===== src/step_direction_counter_with_rate_core_defines.svh =====
// Assertion macros shared by the step/direction counter modules.
`ifndef STEP_DIRECTION_COUNTER_WITH_RATE_CORE_DEFINES_SVH
`define STEP_DIRECTION_COUNTER_WITH_RATE_CORE_DEFINES_SVH

`ifndef SYNTHESIS

// Same-cycle implication.
`define SDCR_ASSERT_SAME(name, clk, rst, ante, cons) \
   name: assert property (@(posedge clk) disable iff (rst) (ante) |-> (cons)) \
      else $error("assertion failed");

// Next-cycle implication.
`define SDCR_ASSERT_NEXT(name, clk, rst, ante, cons) \
   name: assert property (@(posedge clk) disable iff (rst) (ante) |=> (cons)) \
      else $error("assertion failed");

`else

`define SDCR_ASSERT_SAME(name, clk, rst, ante, cons)
`define SDCR_ASSERT_NEXT(name, clk, rst, ante, cons)

`endif

`endif


===== src/sdcr_pkg.sv =====
package sdcr_pkg;

   localparam int POS_W     = 64;
   localparam int TICKS_W   = 32;
   localparam int STAMP_W   = 32;
   localparam int DIV_STEPS = TICKS_W;
   localparam int STEP_W    = $clog2(DIV_STEPS);

   localparam logic [TICKS_W-1:0] TICKS_RESET = 32'd1000000;

   typedef enum logic [1:0] {
      ST_IDLE,
      ST_DIV,
      ST_FINISH
   } state_type;

   typedef struct packed {
      logic load;
      logic step;
      logic emit;
   } cmd_type;

   typedef struct packed {
      logic last_step;
      logic out_free;
   } status_type;

endpackage


===== src/step_direction_counter_with_rate_core.sv =====
// After a request word is accepted, the 32-step restoring divider runs; the result then
// moves to the output register once that register is free, and rsp_tvalid rises.
// No new request word is taken while the divider is still busy with the previous one.
// A new request is taken while the previous response still waits in the output register.
// Reset (synchronous, active high) clears positions and last edge times to zero,
// sets ticks_per_second to 1000000 and empties the output register.
`include "step_direction_counter_with_rate_core_defines.svh"

module step_direction_counter_with_rate_core #(
   parameter int CHANNELS   = 2,
   parameter int TIME_WIDTH = 32
) (
   input  logic         clock,
   input  logic         reset,
   input  logic         csr_wr_en,
   input  logic [31:0]  csr_wr_data,   // ticks_per_second
   input  logic         req_tvalid,
   output logic         req_tready,
   input  logic [39:0]  req_tdata,     // direction [0], timestamp_us [32:1], zero pad
   input  logic         req_tuser,     // channel [0]
   output logic         rsp_tvalid,
   input  logic         rsp_tready,
   output logic [95:0]  rsp_tdata,     // position [63:0], frequency [95:64]
   output logic         rsp_tuser      // zero_interval [0]
);
   import sdcr_pkg::*;

   cmd_type    cmd;
   status_type status;

   logic [POS_W-1:0]   position;
   logic [TICKS_W-1:0] frequency;

   sdcr_ctrl u_ctrl (
      .clock      (clock),
      .reset      (reset),
      .req_tvalid (req_tvalid),
      .req_tready (req_tready),
      .status     (status),
      .cmd        (cmd)
   );

   sdcr_datapath #(
      .CHANNELS   (CHANNELS),
      .TIME_WIDTH (TIME_WIDTH)
   ) u_datapath (
      .clock         (clock),
      .reset         (reset),
      .cmd           (cmd),
      .status        (status),
      .csr_wr_en     (csr_wr_en),
      .csr_wr_data   (csr_wr_data),
      .req_channel   (req_tuser),
      .req_direction (req_tdata[0]),
      .req_timestamp (req_tdata[32:1]),
      .rsp_tvalid    (rsp_tvalid),
      .rsp_tready    (rsp_tready),
      .rsp_position  (position),
      .rsp_frequency (frequency),
      .rsp_zero      (rsp_tuser)
   );

   assign rsp_tdata = {frequency, position};

   `SDCR_ASSERT_NEXT(a_busy_after_accept, clock, reset, req_tvalid && req_tready, !req_tready)

endmodule


===== src/sdcr_ctrl.sv =====
`include "step_direction_counter_with_rate_core_defines.svh"

module sdcr_ctrl (
   input  logic                clock,
   input  logic                reset,
   input  logic                req_tvalid,
   output logic                req_tready,
   input  sdcr_pkg::status_type status,
   output sdcr_pkg::cmd_type    cmd
);
   import sdcr_pkg::*;

   state_type state_ff;
   state_type state_in;

   always_ff @(posedge clock) begin
      if (reset) begin
         state_ff <= ST_IDLE;
      end else begin
         state_ff <= state_in;
      end
   end

   always_comb begin
      state_in   = state_ff;
      cmd        = '0;
      req_tready = 1'b0;
      unique case (state_ff)
         ST_IDLE: begin
            req_tready = 1'b1;
            if (req_tvalid) begin
               cmd.load = 1'b1;
               state_in = ST_DIV;
            end
         end
         ST_DIV: begin
            cmd.step = 1'b1;
            if (status.last_step) begin
               state_in = ST_FINISH;
            end
         end
         ST_FINISH: begin
            // Hold the finished quotient until the output register frees up.
            if (status.out_free) begin
               cmd.emit = 1'b1;
               state_in = ST_IDLE;
            end
         end
         default: begin
            state_in = ST_IDLE;
         end
      endcase
   end

   `SDCR_ASSERT_NEXT(a_accept_starts_div, clock, reset, req_tvalid && req_tready, state_ff == ST_DIV)
   `SDCR_ASSERT_SAME(a_cmd_exclusive, clock, reset, 1'b1, $onehot0({cmd.load, cmd.step, cmd.emit}))
   `SDCR_ASSERT_SAME(a_emit_needs_room, clock, reset, cmd.emit, status.out_free)

endmodule


===== src/sdcr_datapath.sv =====
`include "step_direction_counter_with_rate_core_defines.svh"

module sdcr_datapath #(
   parameter int CHANNELS   = 2,
   parameter int TIME_WIDTH = 32
) (
   input  logic                           clock,
   input  logic                           reset,
   input  sdcr_pkg::cmd_type              cmd,
   output sdcr_pkg::status_type           status,
   input  logic                           csr_wr_en,
   input  logic [sdcr_pkg::TICKS_W-1:0]   csr_wr_data,
   input  logic                           req_channel,
   input  logic                           req_direction,
   input  logic [sdcr_pkg::STAMP_W-1:0]   req_timestamp,
   output logic                           rsp_tvalid,
   input  logic                           rsp_tready,
   output logic [sdcr_pkg::POS_W-1:0]     rsp_position,
   output logic [sdcr_pkg::TICKS_W-1:0]   rsp_frequency,
   output logic                           rsp_zero
);
   import sdcr_pkg::*;

   localparam int CH_W = (CHANNELS > 1) ? $clog2(CHANNELS) : 1;
   // Remainder must hold both a full numerator prefix and any divisor.
   localparam int REM_W = (TIME_WIDTH > TICKS_W) ? TIME_WIDTH : TICKS_W;
   localparam int SH_W  = REM_W + 1;

   logic [TICKS_W-1:0]    ticks_ff;
   logic [POS_W-1:0]      pos_ff   [CHANNELS];
   logic [TIME_WIDTH-1:0] last_ff  [CHANNELS];

   logic [TIME_WIDTH-1:0] divisor_ff;
   logic [REM_W-1:0]      rem_ff;
   logic [REM_W-1:0]      rem_in;
   logic [TICKS_W-1:0]    quot_ff;
   logic [TICKS_W-1:0]    quot_in;
   logic [STEP_W-1:0]     cnt_ff;
   logic [POS_W-1:0]      res_pos_ff;
   logic                  zero_ff;

   logic                  rsp_valid_ff;
   logic                  rsp_valid_in;
   logic [POS_W-1:0]      rsp_pos_ff;
   logic [TICKS_W-1:0]    rsp_freq_ff;
   logic                  rsp_zero_ff;

   logic [CH_W-1:0]       idx;
   logic [TIME_WIDTH-1:0] now;
   logic [TIME_WIDTH-1:0] interval;
   logic [POS_W-1:0]      pos_new;
   logic [SH_W-1:0]       rem_sh;
   logic [SH_W-1:0]       rem_diff;

   always_comb begin
      if (int'(req_channel) >= CHANNELS) begin
         idx = CH_W'(CHANNELS - 1);
      end else begin
         idx = CH_W'(req_channel);
      end
      now      = TIME_WIDTH'(req_timestamp);
      interval = now - last_ff[idx];
      pos_new  = req_direction ? pos_ff[idx] + POS_W'(1) : pos_ff[idx] - POS_W'(1);
   end

   // One restoring division step per cycle, quotient bits shift in at the bottom.
   always_comb begin
      rem_sh   = {rem_ff, quot_ff[TICKS_W-1]};
      rem_diff = rem_sh - SH_W'(divisor_ff);
      if (rem_sh >= SH_W'(divisor_ff)) begin
         rem_in  = rem_diff[REM_W-1:0];
         quot_in = {quot_ff[TICKS_W-2:0], 1'b1};
      end else begin
         rem_in  = rem_sh[REM_W-1:0];
         quot_in = {quot_ff[TICKS_W-2:0], 1'b0};
      end
   end

   always_comb begin
      rsp_valid_in = rsp_valid_ff;
      if (cmd.emit) begin
         rsp_valid_in = 1'b1;
      end else if (rsp_tready) begin
         rsp_valid_in = 1'b0;
      end
   end

   assign status.last_step = (cnt_ff == STEP_W'(DIV_STEPS - 1));
   assign status.out_free  = !rsp_valid_ff || rsp_tready;

   always_ff @(posedge clock) begin
      if (reset) begin
         ticks_ff     <= TICKS_RESET;
         cnt_ff       <= '0;
         rsp_valid_ff <= 1'b0;
         for (int i = 0; i < CHANNELS; i++) begin
            pos_ff[i]  <= '0;
            last_ff[i] <= '0;
         end
      end else begin
         rsp_valid_ff <= rsp_valid_in;
         if (csr_wr_en) begin
            ticks_ff <= csr_wr_data;
         end
         if (cmd.load) begin
            pos_ff[idx]  <= pos_new;
            last_ff[idx] <= now;
            cnt_ff       <= '0;
         end else if (cmd.step) begin
            cnt_ff <= cnt_ff + STEP_W'(1);
         end
      end
   end

   always_ff @(posedge clock) begin
      if (cmd.load) begin
         divisor_ff <= interval;
         rem_ff     <= '0;
         quot_ff    <= ticks_ff;
         res_pos_ff <= pos_new;
         zero_ff    <= (interval == '0);
      end else if (cmd.step) begin
         rem_ff  <= rem_in;
         quot_ff <= quot_in;
      end
      if (cmd.emit) begin
         rsp_pos_ff  <= res_pos_ff;
         rsp_freq_ff <= zero_ff ? ticks_ff : quot_ff;
         rsp_zero_ff <= zero_ff;
      end
   end

   assign rsp_tvalid    = rsp_valid_ff;
   assign rsp_position  = rsp_pos_ff;
   assign rsp_frequency = rsp_freq_ff;
   assign rsp_zero      = rsp_zero_ff;

   `SDCR_ASSERT_NEXT(a_emit_sets_valid, clock, reset, cmd.emit, rsp_valid_ff)
   `SDCR_ASSERT_NEXT(a_load_clears_count, clock, reset, cmd.load, cnt_ff == '0)
   `SDCR_ASSERT_SAME(a_no_overwrite, clock, reset, cmd.emit && rsp_valid_ff, rsp_tready)

endmodule

===== config.mk =====
export PLATFORM = sky130hd
export DESIGN_NAME = step_direction_counter_with_rate_core
export DESIGN_NICKNAME = d
export VERILOG_FILES = /design/src/sdcr_pkg.sv /design/src/step_direction_counter_with_rate_core.sv /design/src/sdcr_ctrl.sv /design/src/sdcr_datapath.sv
export VERILOG_INCLUDE_DIRS = /design/src /design/src/src
export SDC_FILE = /design/constraint.sdc
export NUM_CORES = 1
export LEC_CHECK = 0
export BUFFER_PORTS_ARGS = -buffer_cell sky130_fd_sc_hd__buf_2
export CAP_MARGIN = 10
export CORE_ASPECT_RATIO = 0.7
export CORE_MARGIN = 3
export CORE_UTILIZATION = 56
export CTS_BUF_LIST = sky130_fd_sc_hd__clkbuf_2 sky130_fd_sc_hd__clkbuf_4 sky130_fd_sc_hd__clkbuf_8
export CTS_CLUSTER_SIZE = 12
export DETAILED_ROUTE_END_ITERATION = 10
export PLACE_DENSITY_LB_ADDON = 0.15
export SLEW_MARGIN = 0
export SYNTH_ARGS = -nofsm -noshare
export SYNTH_HDL_FRONTEND = slang
export SYNTH_SLANG_ARGS = --single-unit

===== constraint.sdc =====
create_clock -name clock -period 9 [get_ports clock]
set_clock_uncertainty 0.05 [all_clocks]
set_input_delay 1.8 -clock clock [delete_from_list [all_inputs] [get_ports clock]]
set_output_delay 1.8 -clock clock [all_outputs]
set_load 0.03 [all_outputs]

==> impl_metrics.tcl, run 1 <==
set metrics [dict create \
    finalPower_w 0.006516 \
    synthDistinctLibCells 84 \
    clk_latency_ns 0.63 \
    vias 17830 \
    synth_edf_count 418 \
    p_int_w 0.004489 \
    post-route-drc-count 0 \
    start_util_pct 57.77 \
    period_needed_ns 6.295 \
    post_dp_cell_area_um2 27060 \
    rsz0062_at_grt "false" \
    core_area_um2 44440 \
    wl_per_cell_um 18.64 \
    worst_path_most_repeated_cell "a21oi_1" \
    antenna_found_initial 0 \
    portBuffers 169 \
    postRouteAntennaNets 0 \
    p_per_area_nw_per_um2 227.7 \
    via_per_inst 5.729 \
    grt_pass1_wl_um 92430 \
    grt_util_all_layers_pct 23.98 \
    ys_warn_count 0 \
    clk_pin_slew_ns 0.06 \
    die-area_um2 48490 \
    fmax_ghz 0.1589 \
    antenna_cells 0 \
    ir_drop_v 0.0001558 \
    ys_seq_area_share_pct 54.50 \
    crit_fanout 51 \
    worstPathArrival_ns 6.59 \
    nNetsFinal 2674 \
    crit_slowest_cell "a41oi_1" \
    nFillCells 3522 \
    tightest_slew_ns 1.052 \
    seqPwrFrac_pct 43.5 \
    cts_buffer_depth 3 \
    die_x_um 261.9 \
    drt_iter0_drc 1754 \
    rows 64 \
    critPathKind "primary input to flop" \
    firstDrtPassIters 5 \
    gr-total-overflow 0 \
    finalSetupViolations 0 \
    critPathTopFamily "compound AO/OA/AOI/OAI gates" \
    critPathBufInv 1 \
    yosysTopAreaCell "edfxtp_1" \
    drv_slew 0 \
    pwr-share-comb_pct 26.7 \
    yosys-top-cells-count "418 x edfxtp_1, 230 x nor2_1, 205 x nand2_1" \
    hpwl_um 39490 \
    cts_resized 0 \
    p_sw_share_pct 31.10 \
    netlist_area_um2 25670 \
    synth_nets 2510 \
    p_clk_share_pct 29.7 \
    cts_buffers 76 \
    synth_largest_type_area_fraction_pct 48.89 \
    syn_area_per_cell_um2 11.17 \
    synth.most_common_cell "edfxtp_1" \
    cts_hold_buf 0 \
    slew_headroom_pct 29.89 \
    cp_data_required_time_ns 9.30 \
    wl_um 58030 \
    die_h_um 185.1 \
    area_growth_pct 11.48 \
    p_leak_nw 12.16 \
    synth_flop_cell "edfxtp_1" \
    ys_ff_latch 490 \
    async_reset_ff_share_pct 0 \
    synthesis.instances 2299 \
    period_share_pct 69.95 \
    final_area_um2 28620 \
    end_kind "flop" \
    fin_setup_tns_ns 0 \
    layout-drive-gt1-share_pct 17.35 \
    routabilityCongestion 0.8923 \
    synthTopCellsByArea "edfxtp_1 49%, ha_1 6.3%, dfxtp_1 5.6%, mux2_2 4.2%, nor2_1 3.4%" \
    grt_max_degree 77 \
    cts_tree "done" \
    maxCapViolCount 0 \
    cts_setup_buffers 0 \
    grt_pass1_vias 17320 \
    pin_count 177 \
    status "finished clean" \
    cts_max_level 3 \
    crit_chain "buf_4, mux2_2, fa_1, a21oi_1, o211ai_1, a21oi_1, o31ai_1, o21a_1, a41oi_1, o221ai_1, a31oi_1, o21ai_1, xnor2_1, nor2_1" \
    clkSinkCount 490 \
    critPathLaunchType "primary input" \
    hp-class "flop to flop" \
    switchingPower_w 0.002027 \
    cts-root-buf "clkbuf_8" \
    max_stage_delay_ns 0.72 \
    hold_viol 0 \
]
[power by group through the flow]
stage	clock, W	sequential (W)	combinational, W
2_1_floorplan	0	0.00286	0.00132
3_3_place_gp	0	0.00287	0.00166
3_5_place_dp	0	0.00288	0.00170
4_1_cts	0.00198	0.00284	0.00172
5_1_grt	0.00208	0.00286	0.00194
6_report	0.00194	0.00284	0.00174
[registers in the layout, summed over array words and instances (netlist names)]
signal                    cells
u_datapath.rsp_zero           1
u_datapath.zero_ff            1
u_ctrl.state_ff               2
u_datapath.ticks_ff          32
u_datapath.last_ff           64
u_datapath.rem_ff            32
u_datapath.rsp_tvalid         1
u_datapath.quot_ff           32
u_datapath.rsp_frequency     32
u_datapath.divisor_ff        32
u_datapath.rsp_position      64
u_datapath.cnt_ff             5
u_datapath.pos_ff           128
u_datapath.res_pos_ff        64
[kinds of logic after synthesis]
family,share of synthesized area (%)
simple gates,12.43
flops,54.50
compound gates,11.61
buf+inv,3.601
mux,7.227
fa+ha+maj,6.569
xor+xnor,4.059
[final timing paths]
| check | slack [ns] | to | start | cells past startpoint |
|---|---|---|---|---|
| worst max-delay path | 2.70 | u_datapath.pos_ff[0][58]$_SDFFCE_PN0P_ | req_tuser | 14 |
| worst min-delay path | 0.36 | u_datapath.rsp_position[50]$_DFFE_PP_ | u_datapath.res_pos_ff[50]$_DFFE_PP_ | 0 |
| worst max register to register | 4.24 | u_datapath.pos_ff[0][58]$_SDFFCE_PN0P_ | u_datapath.pos_ff[1][1]$_SDFFCE_PN0P_ | 13 |
| worst min register to register | 0.36 | u_datapath.rsp_position[50]$_DFFE_PP_ | u_datapath.res_pos_ff[50]$_DFFE_PP_ | 0 |
[per-layer routing]
metal / vias to the layer above / GRT usage (%) / share of wire [%] / wire length, µm
met2: 591 / 34.34 / 41 / 23700
li1: 8597 / - / - / -
met1: 8553 / 37.54 / 51 / 29380
met5: - / 0 / 0 / 0
met4: 0 / 5.993 / 1.8 / 1068
met3: 92 / 4.483 / 6.7 / 3880
[through the flow]
stage | instances | util (%) | worst slack, ns | hold WS, ns
global placement | 2979 | 60.89 | 2.268 | 0.3523
global route | 3113 | 64.40 | 2.655 | 0.3546
finish | 3113 | 64.40 | 2.705 | 0.3571
floorplan | 2299 | - | 2.163 | 0.3503
CTS | 3113 | 64.40 | 2.902 | 0.3462
detailed placement | 2979 | 60.89 | 2.247 | 0.3545
[layout make-up]
cell class	count	area (µm²)	share of cell area, %
clock buffers	104	1281	4.477
well taps	594	743.2	2.597
inverters	141	531.8	1.858
flip-flops and latches	490	13990	48.89
repair buffers	187	983.4	3.436
clock inverters	30	277.8	0.9705
multi-input cells	1567	10810	37.77
[cell usage in the layout, fill, tap and decap left out, types with 80 or more instances in the layout]
cell type and count:
mux2_2 95, edfxtp_1 418, a21o_1 80, a21oi_1 136, nand2_1 204, o21ai_0 95, ha_1 130, nor2_1 229
inv_1 139, buf_2 168, clkbuf_8 80
No activity file was read; power rests on OpenSTA's default activity.
==> run 2: changes to the inputs <==
Settings changed: ABC_AREA from default to 1.
Clock period 9 ns to 5.66 ns, I/O delays scaled along.
==> impl_metrics.tcl, run 2 <==
set metrics [dict create \
    wl_um 76840 \
    status "finished clean" \
    p_int_w 0.006730 \
    cts_setup_buffers 0 \
    start_util_pct 57.20 \
    end_kind "flop" \
    ir_drop_v 0.0002395 \
    portBuffers 169 \
    pin_count 177 \
    p_sw_share_pct 34.02 \
    grt_max_degree 97 \
    via_per_inst 5.499 \
    synth.most_common_cell "nand2_1" \
    gr-total-overflow 0 \
    fin_cells 4208 \
    rows 67 \
    cts_resized 0 \
    r2r_setup_slack_ns 2.31 \
    cts-root-buf "clkbuf_8" \
    finalPower_w 0.01020 \
    slew_headroom_pct 27.85 \
    tightest_slew_ns 1.081 \
    p_clk_share_pct 29.8 \
    cts_buffers 76 \
    async_reset_ff_share_pct 0 \
    wl_per_cell_um 18.26 \
    synth_edf_count 418 \
    die_x_um 271.4 \
    drt_iter0_drc 2545 \
    period_needed_ns 3.961 \
    critPathBufInv 5 \
    core_area_um2 48290 \
    fmax_ghz 0.2525 \
    crit_fanout 34 \
    ys_warn_count 0 \
    crit_slowest_cell "a31oi_1" \
    worstPathArrival_ns 4.31 \
    synth_nets 3517 \
    critPathTopFamily "compound AO/OA/AOI/OAI gates" \
    drv_slew 0 \
    cts_tree "done" \
    clk_latency_ns 0.68 \
    cts_hold_buf 0 \
    worst_path_most_repeated_cell "nand2_1" \
    maxCapViolCount 0 \
    nNetsFinal 3707 \
    p_per_area_nw_per_um2 331.9 \
    synth_largest_type_area_fraction_pct 45.45 \
    critPathLaunchType "primary input" \
    grt_util_all_layers_pct 29.54 \
    firstDrtPassIters 6 \
    clk_pin_slew_ns 0.07 \
    cp_data_required_time_ns 6.01 \
    final_cell_mix "803 x nand2_1, 489 x inv_1, 477 x nor2_1, 418 x edfxtp_1, 245 x a21oi_1" \
    grt_pass1_wl_um 119500 \
    pwr-share-comb_pct 26.5 \
    switchingPower_w 0.003470 \
    routabilityCongestion 1.024 \
    rsz0062_at_grt "false" \
    p_leak_nw 14.01 \
    seqPwrFrac_pct 43.7 \
    cts_buffer_depth 3 \
    period_share_pct 69.98 \
    die-area_um2 52060 \
    ys_ff_latch 490 \
    largest_register "u_datapath.pos_ff" \
    fin_setup_tns_ns 0 \
    largest_register_ffs 128 \
    hold_viol 0 \
    layout-drive-gt1-share_pct 10.27 \
    critPathKind "primary input to flop" \
    ys_seq_area_share_pct 50.67 \
    synth_flop_cell "edfxtp_1" \
    area_growth_pct 11.28 \
    max_stage_delay_ns 0.57 \
    post-route-drc-count 0 \
    crit_chain "buf_4, inv_4, buf_4, nand2_1, nand2_1, ha_1, inv_1, o21ai_0, a31oi_1, o21ai_0, a21oi_1, nand2_1, xor2_2, inv_1, nor2_1" \
    whs_ns 0.3360 \
    cts_max_level 3 \
    antenna_found_initial 0 \
    synthDistinctLibCells 51 \
    yosys-top-cells-count "808 x nand2_1, 491 x inv_1, 478 x nor2_1" \
    mostFrequentLayoutCell "nand2_1" \
    finalSetupViolations 0 \
    grt_pass1_vias 21290 \
    postRouteAntennaNets 0 \
    clkSinkCount 490 \
    synthTopCellsByArea "edfxtp_1 45%, nand2_1 11%, inv_1 6.7%, nor2_1 6.5%, ha_1 5.9%" \
    dp.cells 4073 \
    syn_area_per_cell_um2 8.354 \
    synthesis.instances 3306 \
    hpwl_um 57550 \
    die_h_um 191.8 \
    yosysTopAreaCell "edfxtp_1" \
    netlist_area_um2 27620 \
    vias 23140 \
    hp-class "flop to flop" \
    antenna_cells 0 \
]
-- run 2: power by group through the flow --
stage	Clock (W)	Combinational, W	Sequential, W
2_1_floorplan	0	0.00191	0.00449
3_3_place_gp	0	0.00257	0.00451
3_5_place_dp	0	0.00263	0.00452
4_1_cts	0.00310	0.00265	0.00445
5_1_grt	0.00325	0.00301	0.00448
6_report	0.00304	0.00270	0.00445
-- run 2: logic make-up after synthesis --
logic type	Yosys count	share of synthesized area, %
adder cells (fa/ha/maj)	133	6.107
AO/OA/AOI/OAI	503	9.803
multiplexers	29	1.051
buffers and inverters	570	7.905
flip-flops	490	50.67
XOR/XNOR	67	2.179
AND/OR/NAND/NOR	1514	22.29
-- run 2: layout make-up --
cell class	instances	area [µm²]
fillers	4181	17550
repair buffers	187	1033
clock inverters	40	309.0
multi-input cells	2246	11490
flip-flops and latches	490	13990
well taps	655	819.5
clock buffers	95	1226
inverters	495	1863
-- run 2: path summary, 6_finish.rpt --
path                                                               end                                    from  depth (start not counted)
worst min register to register   u_datapath.rsp_position[34]$_DFFE_PP_     u_datapath.res_pos_ff[34]$_DFFE_PP_                          0
worst max register to register            u_datapath.zero_ff$_DFFE_PP_  u_datapath.last_ff[1][1]$_SDFFCE_PN0P_                         19
worst max-delay path            u_datapath.pos_ff[1][44]$_SDFFCE_PN0P_                               req_tuser                         15
worst min-delay path             u_datapath.rsp_position[34]$_DFFE_PP_     u_datapath.res_pos_ff[34]$_DFFE_PP_                          0
-- run 2: worst reg2reg max path, delay by kind of cell (launching register included) --
kind | cells | cell delay, ns
adder cells (fa/ha/maj) | 1 | 0.42
buffers and inverters | 2 | 0.21
flip-flops | 1 | 0.36
AO/OA/AOI/OAI | 1 | 0.13
AND/OR/NAND/NOR | 15 | 2.03
-- run 2: stage by stage --
stage | utilization (%) | setup slack [ns] | area [µm²]
global route | 63.65 | 1.567 | 30730
detailed placement | 60.47 | 1.150 | 29200
floorplan | - | 0.1959 | 27620
global placement | 60.47 | 1.168 | 29200
finish | 63.65 | 1.699 | 30730
CTS | 63.65 | 1.889 | 30730
-- run 2: per-layer routing --
metal / vias up / GRT usage (%) / wire length, µm
met4: 0 / 6.144 / 1010
met3: 80 / 5.282 / 7683
met5: - / 0 / 0
met2: 1039 / 39.79 / 29490
met1: 10840 / 48.72 / 38660
li1: 11180 / - / -
